==> src/rnmf_pkg.sv <==
`timescale 1ns / 1ps
// Shared types, widths and codes of the radius neighbor mask finder.
// No dependencies; imported by every module of the block.
package rnmf_pkg;

  localparam int MAX_POINTS = 4096;
  localparam int PIDX_W     = $clog2(MAX_POINTS);
  localparam int COUNT_W    = 13;
  localparam int COORD_W    = 16;
  localparam int ABS_W      = COORD_W;
  localparam int SQ_W       = 2 * ABS_W;
  localparam int SUM_W      = SQ_W + 2;
  localparam int RADIUS_W   = 36;
  localparam int MASK_W     = 64;
  localparam int BIT_W      = $clog2(MASK_W);
  localparam int BLK_W      = 6;
  localparam int POINT_W    = 3 * COORD_W;

  localparam logic [COUNT_W-1:0]  COUNT_RESET  = 13'd1;
  localparam logic [COUNT_W-1:0]  COUNT_MAX    = 13'd4096;
  localparam logic [RADIUS_W-1:0] RADIUS_RESET = 36'd94372;

  // Opcodes of an input item
  localparam logic OP_LOAD  = 1'b0;
  localparam logic OP_QUERY = 1'b1;

  // Configuration register indexes
  localparam logic CFG_POINT_COUNT = 1'b0;
  localparam logic CFG_RADIUS      = 1'b1;

  typedef logic signed [COORD_W-1:0] coord_t;
  typedef logic [PIDX_W-1:0]         pidx_t;

  typedef struct packed {
    coord_t x;
    coord_t y;
    coord_t z;
  } point_t;

  // Sweep tag that travels alongside the distance pipeline
  typedef struct packed {
    logic  valid;
    pidx_t pidx;
  } tag_t;

  // Compare outcome at the end of the distance pipeline
  typedef struct packed {
    logic  valid;
    pidx_t pidx;
    logic  hit;
  } hit_t;

endpackage

==> src/rnmf_dist_pipe.sv <==
`timescale 1ns / 1ps
// Squared-distance pipeline: abs differences, squares, then sum and compare.
// Uses rnmf_pkg types; fed by the point store read data.
module rnmf_dist_pipe (
  input  logic                              clk,
  input  logic                              rst_n,
  input  logic                              adv,
  input  rnmf_pkg::point_t                  cand,
  input  rnmf_pkg::tag_t                    cand_tag,
  input  rnmf_pkg::point_t                  qpt,
  input  rnmf_pkg::pidx_t                   qidx,
  input  logic [rnmf_pkg::RADIUS_W-1:0]     radius,
  output rnmf_pkg::hit_t                    result
);
  import rnmf_pkg::*;

  logic [ABS_W-1:0] ax_r, ay_r, az_r;
  logic [SQ_W-1:0]  sx_r, sy_r, sz_r;
  tag_t             t2_r, t3_r;
  logic [SUM_W-1:0] sum;

  // absolute difference of one axis
  function automatic logic [ABS_W-1:0] abs_diff(input coord_t a, input coord_t b);
    logic signed [COORD_W:0] d;
    logic signed [COORD_W:0] n;
    d = {a[COORD_W-1], a} - {b[COORD_W-1], b};
    n = -d;
    return d[COORD_W] ? n[ABS_W-1:0] : d[ABS_W-1:0];
  endfunction

  // stage A: abs differences
  always_ff @(posedge clk) begin
    if (adv) begin
      ax_r <= abs_diff(cand.x, qpt.x);
      ay_r <= abs_diff(cand.y, qpt.y);
      az_r <= abs_diff(cand.z, qpt.z);
    end
  end

  // stage B: squares
  always_ff @(posedge clk) begin
    if (adv) begin
      sx_r <= ax_r * ax_r;
      sy_r <= ay_r * ay_r;
      sz_r <= az_r * az_r;
    end
  end

  // tags
  always_ff @(posedge clk) begin
    if (!rst_n) begin
      t2_r <= '0;
      t3_r <= '0;
    end else if (adv) begin
      t2_r <= cand_tag;
      t3_r <= t2_r;
    end
  end

  // stage C: sum and strict compare, self excluded
  assign sum = {2'b00, sx_r} + {2'b00, sy_r} + {2'b00, sz_r};

  always_comb begin
    result.valid = t3_r.valid;
    result.pidx  = t3_r.pidx;
    result.hit   = ({{(RADIUS_W-SUM_W){1'b0}}, sum} < radius) && (t3_r.pidx != qidx);
  end

endmodule

==> config.mk <==
export PLATFORM = sky130hd
export DESIGN_NAME = rnmf_dist_pipe
export DESIGN_NICKNAME = d
export VERILOG_FILES = /design/src/rnmf_pkg.sv /design/src/rnmf_dist_pipe.sv
export SDC_FILE = /design/constraint.sdc
export NUM_CORES = 2
export LEC_CHECK = 0
export BUFFER_PORTS_ARGS = -buffer_cell sky130_fd_sc_hd__buf_4
export CAP_MARGIN = 5
export CORE_UTILIZATION = 65
export DETAILED_ROUTE_END_ITERATION = 8
export GPL_TIMING_DRIVEN = 0
export PLACE_DENSITY = 0.89
export SYNTH_ARGS = -nofsm -noshare
export SYNTH_HDL_FRONTEND = slang
export SYNTH_SLANG_ARGS = --single-unit
==> constraint.sdc <==
create_clock -name clk -period 11.62 [get_ports clk]
set_input_delay 2.324 -clock clk [delete_from_list [all_inputs] [get_ports clk]]
set_output_delay 2.324 -clock clk [all_outputs]
set_load 0.02 [all_outputs]
# [Yosys cells after proc, flatten, opt, wreduce, memory -nomap -nowiden]
# Cells that the tools add are included.
# Widths: inputs -> output; s select.
[op_classes] n_div=0 n_shift=0 order_cmp=1 n_reduce_logical=1 n_mux=3 bitwise=0 add_sub_neg=8 n_eq_ne=1 multipliers=3
[ops] cell="$mul 16x16->32" n=3
[ops] cell="$sub 16x16->17" n=3
[ops] cell="$mux 16" n=3
[ops] cell="$neg 16->16" n=3
[ops] cell="$lt 34x36->1" n=1
[ops] cell="$add 33x32->34" n=1
[ops] cell="$add 32x32->33" n=1
[ops] cell="$ne 12x12->1" n=1
[ops] cell="$logic_and 1x1->1" n=1
[word_totals] ram_bits=0 word_cells=27 romBits=0 inputBits=160 latchBits=0 ff_bits=170 memories=0

# [Depth between registers and ports, before layout]
[depth] depth_word=4 ltp_mapped=26

# [Worst setup path after synthesis]
# Ideal clock, no wire load.
[synth_timing] path_kind="register to output" start="reg sx_r[16]" end="out result[0] (netlist name)" n_path_buf=0 slack_ps=5028 stages_incl_launch_ff=18 arrival_ps=4268 path_cell_list="edfxtp_1 > fa_1 > ha_1 > a211oi_1 > o21ai_0 > a2111oi_0 > a221oi_1 > a31oi_1 > a21oi_1 > o21a_1 > nor2_1 > xnor2_1 > ha_1 > nor2b_1 > o21ai_0 > nand2b_1 > a2111oi_0 > o2bb2ai_1"
[synth_lines] item="from (decl)" line_no="rnmf_dist_pipe.sv:18" source="logic [SQ_W-1:0] sx_r, sy_r, sz_r;"
[synth_lines] item="from (signal assigned)" line_no="rnmf_dist_pipe.sv:43" source="sx_r <= ax_r * ax_r;"
[synth_lines] item="to (decl)" line_no="rnmf_dist_pipe.sv:13" source="output rnmf_pkg::hit_t result"

==> flow_metrics.tcl <==
set metrics [dict create \
    outcome "complete, no violations" \
    yosysWarnings 0 \
    synthMostInstantiatedCell "inv_1" \
    drtIter0Drc 2083 \
    pre_cts_ws_ps 3760 \
    skew_ps 14.3 \
    worstMarginPinSlew_ps 1000 \
    hold_depth 2 \
    hold_violations 0 \
    synth_seq_cells 167 \
    slew_headroom_pct 31.5 \
    crit_fanout 5 \
    grt_pass1_vias 26300 \
    synth_ff_type "edfxtp_1" \
    yosysUniqueCellTypes 78 \
    numCtsBuffers 17 \
    postLayoutCoreUtil_pct 71.5 \
    start_kind "flop" \
    hold_class "reg -> reg" \
    dp.cells 4399 \
    gp_congestion 0.997 \
    ios 174 \
    drv_cap 0 \
    syn_inst 3553 \
    reg2reg_depth 23 \
    place.port_buffers 173 \
    tns_ps 0 \
    wl_per_cell_microns 17.4 \
    dieArea_sq_mm 0.0518 \
    critPathRequiredTime_ps 9300 \
    track_usage_pct 31.2 \
    synth_common_cells "inv_1, fa_1, ha_1" \
    yosysTopAreaCell "fa_1" \
    die_y_microns 228 \
    post_cts_resized 0 \
    clockRootBuffer "clkbuf_16" \
    max_freq_mhz 120 \
    setup_viol 0 \
    dpl.hpwl_microns 64000 \
    ctsHoldBuffers 0 \
    synth.avg_cell_area_sq_um 9.31 \
    area_delta_synth_final_pct 8.43 \
    final_nets 4843 \
    setup_ws_ps 3280 \
    fill_cells 3468 \
    slew_viol_final 0 \
    grt_pass1_wl_microns 126000 \
    period_needed_ps 8340 \
    rsz0062_at_grt "false" \
    drc 0 \
    clk_pin_slew_ps 70 \
    clk-insertion-delay-late_ps 470 \
    vias 25300 \
    layout.area.seq_sq_mm 0.00475 \
    post-route-period-util_pct 71.8 \
    max-clock-path-buffers 2 \
    die_w_microns 228 \
    netlist_area_sq_mm 0.0331 \
    overflow 0 \
    stdcell_count 4431 \
    worstPathArrival_ps 6020 \
    synth.yosys.seq_area_share_pct 14.4 \
    async_flop_share_pct 0 \
    ys_top_cells_by_area "fa_1, ha_1, edfxtp_1" \
    syn-num-nets 4650 \
    numClockSinks 167 \
    htreeDepth 4 \
    worst-setup-path-type "reg -> out" \
    core_area_sq_mm 0.0502 \
    antenna_found_initial 0 \
    cts_tree "done" \
    endpoint_kind "output port" \
    antenna_cells 0 \
    post_cts_buffers 0 \
    multi_input_area_sq_mm 0.0247 \
    drive_gt1_share_pct 6.60 \
    synth-edff-count 141 \
    wirelength_microns 77100 \
    drt_first_pass_iters 6 \
    final_antenna_net_count 0 \
    rows 82 \
    start_util_pct 65.9 \
    avgViaCountPerCell 5.72 \
    grt_max_degree 94 \
    synth_top_area_share_pct 31.6 \
]
## layout by cell type, fill, tap and decap left out, types with 30 or more instances in the layout
cell type and count:
nor3_1 41, nand2_1 279, ha_1 415, mux2i_1 30
o21ai_0 69, edfxtp_1 141, buf_4 172, nor2b_1 63
xnor2_1 155, a21oi_1 131, a21o_1 67, clkbuf_1 74
fa_1 522, inv_1 877, nor2_1 146, and2_1 115
xor2_1 60
## critical path, cell delays in order (launching register included)
cell and delay, ps:
edfxtp_1 450, fa_1 520, ha_1 360, o21ai_0 220, o21ai_0 180, a31oi_1 480
a21oi_1 170, o31ai_1 430, a2111oi_0 260, or2_2 360, a21oi_1 210, xnor2_1 190
ha_1 260, nor2_1 60, nor4_1 250, o41ai_1 110, a31oi_1 450, o2111ai_1 170
o2bb2ai_1 190, buf_4 220
## state kept, by name (all words and copies together), names as in the netlist
register,cells
ax_r,16
ay_r,16
az_r,16
result,13
sx_r,31
sy_r,31
sz_r,31
t2_r,13
## area by class of cell
type / count / area share (%)
plain buffers: 77 / 0.813
multi-input cells: 2432 / 69.0
clock buffers: 18 / 1.26
repair buffers: 174 / 3.71
inverters: 877 / 9.18
flip-flops and latches: 167 / 13.3
clock inverters: 14 / 0.464
well taps: 672 / 2.34
## kinds of logic after synthesis
family	Yosys count	share of synthesized area [%]
AO/OA/AOI/OAI	457	9.13
XOR/XNOR	215	5.69
adder cells (fa/ha/maj)	937	47.3
buffers and inverters	954	10.8
flip-flops	167	14.4
multiplexers	35	1.08
other	1	0.0113
AND/OR/NAND/NOR	787	11.6
## layer usage
metal | vias to the layer above | GRT usage (%) | share of wire [%] | wire length, microns
met5 | - | 0 | 0 | 0
met4 | 0 | 13.1 | 4.0 | 3050
met3 | 221 | 6.75 | 9.1 | 6990
met2 | 1169 | 51.9 | 48 | 37200
met1 | 12300 | 39.6 | 39 | 29800
li1 | 11600 | - | - | -
## metrics by stage
stage                     hold slack [ps]  cell area [sq um]
after floorplan                       439              33100
after global placement                494              35200
after detailed placement              505              35300
after CTS                             524              35900
after global routing                  560              35900
final                                 522              35900
## path summary, 6_finish.rpt
kind,startpoint,endpoint,slack (ps)
max,sx_r[4],result[0],3280
min,t2_r[4],result[5],520
max reg2reg,ax_r[1],sx_r[30],3570
min reg2reg,t2_r[4],result[5],520
Power is left out: the tool's default activity adds up to more than one toggle a clock period on the data nets, which glitch-free logic cannot reach.
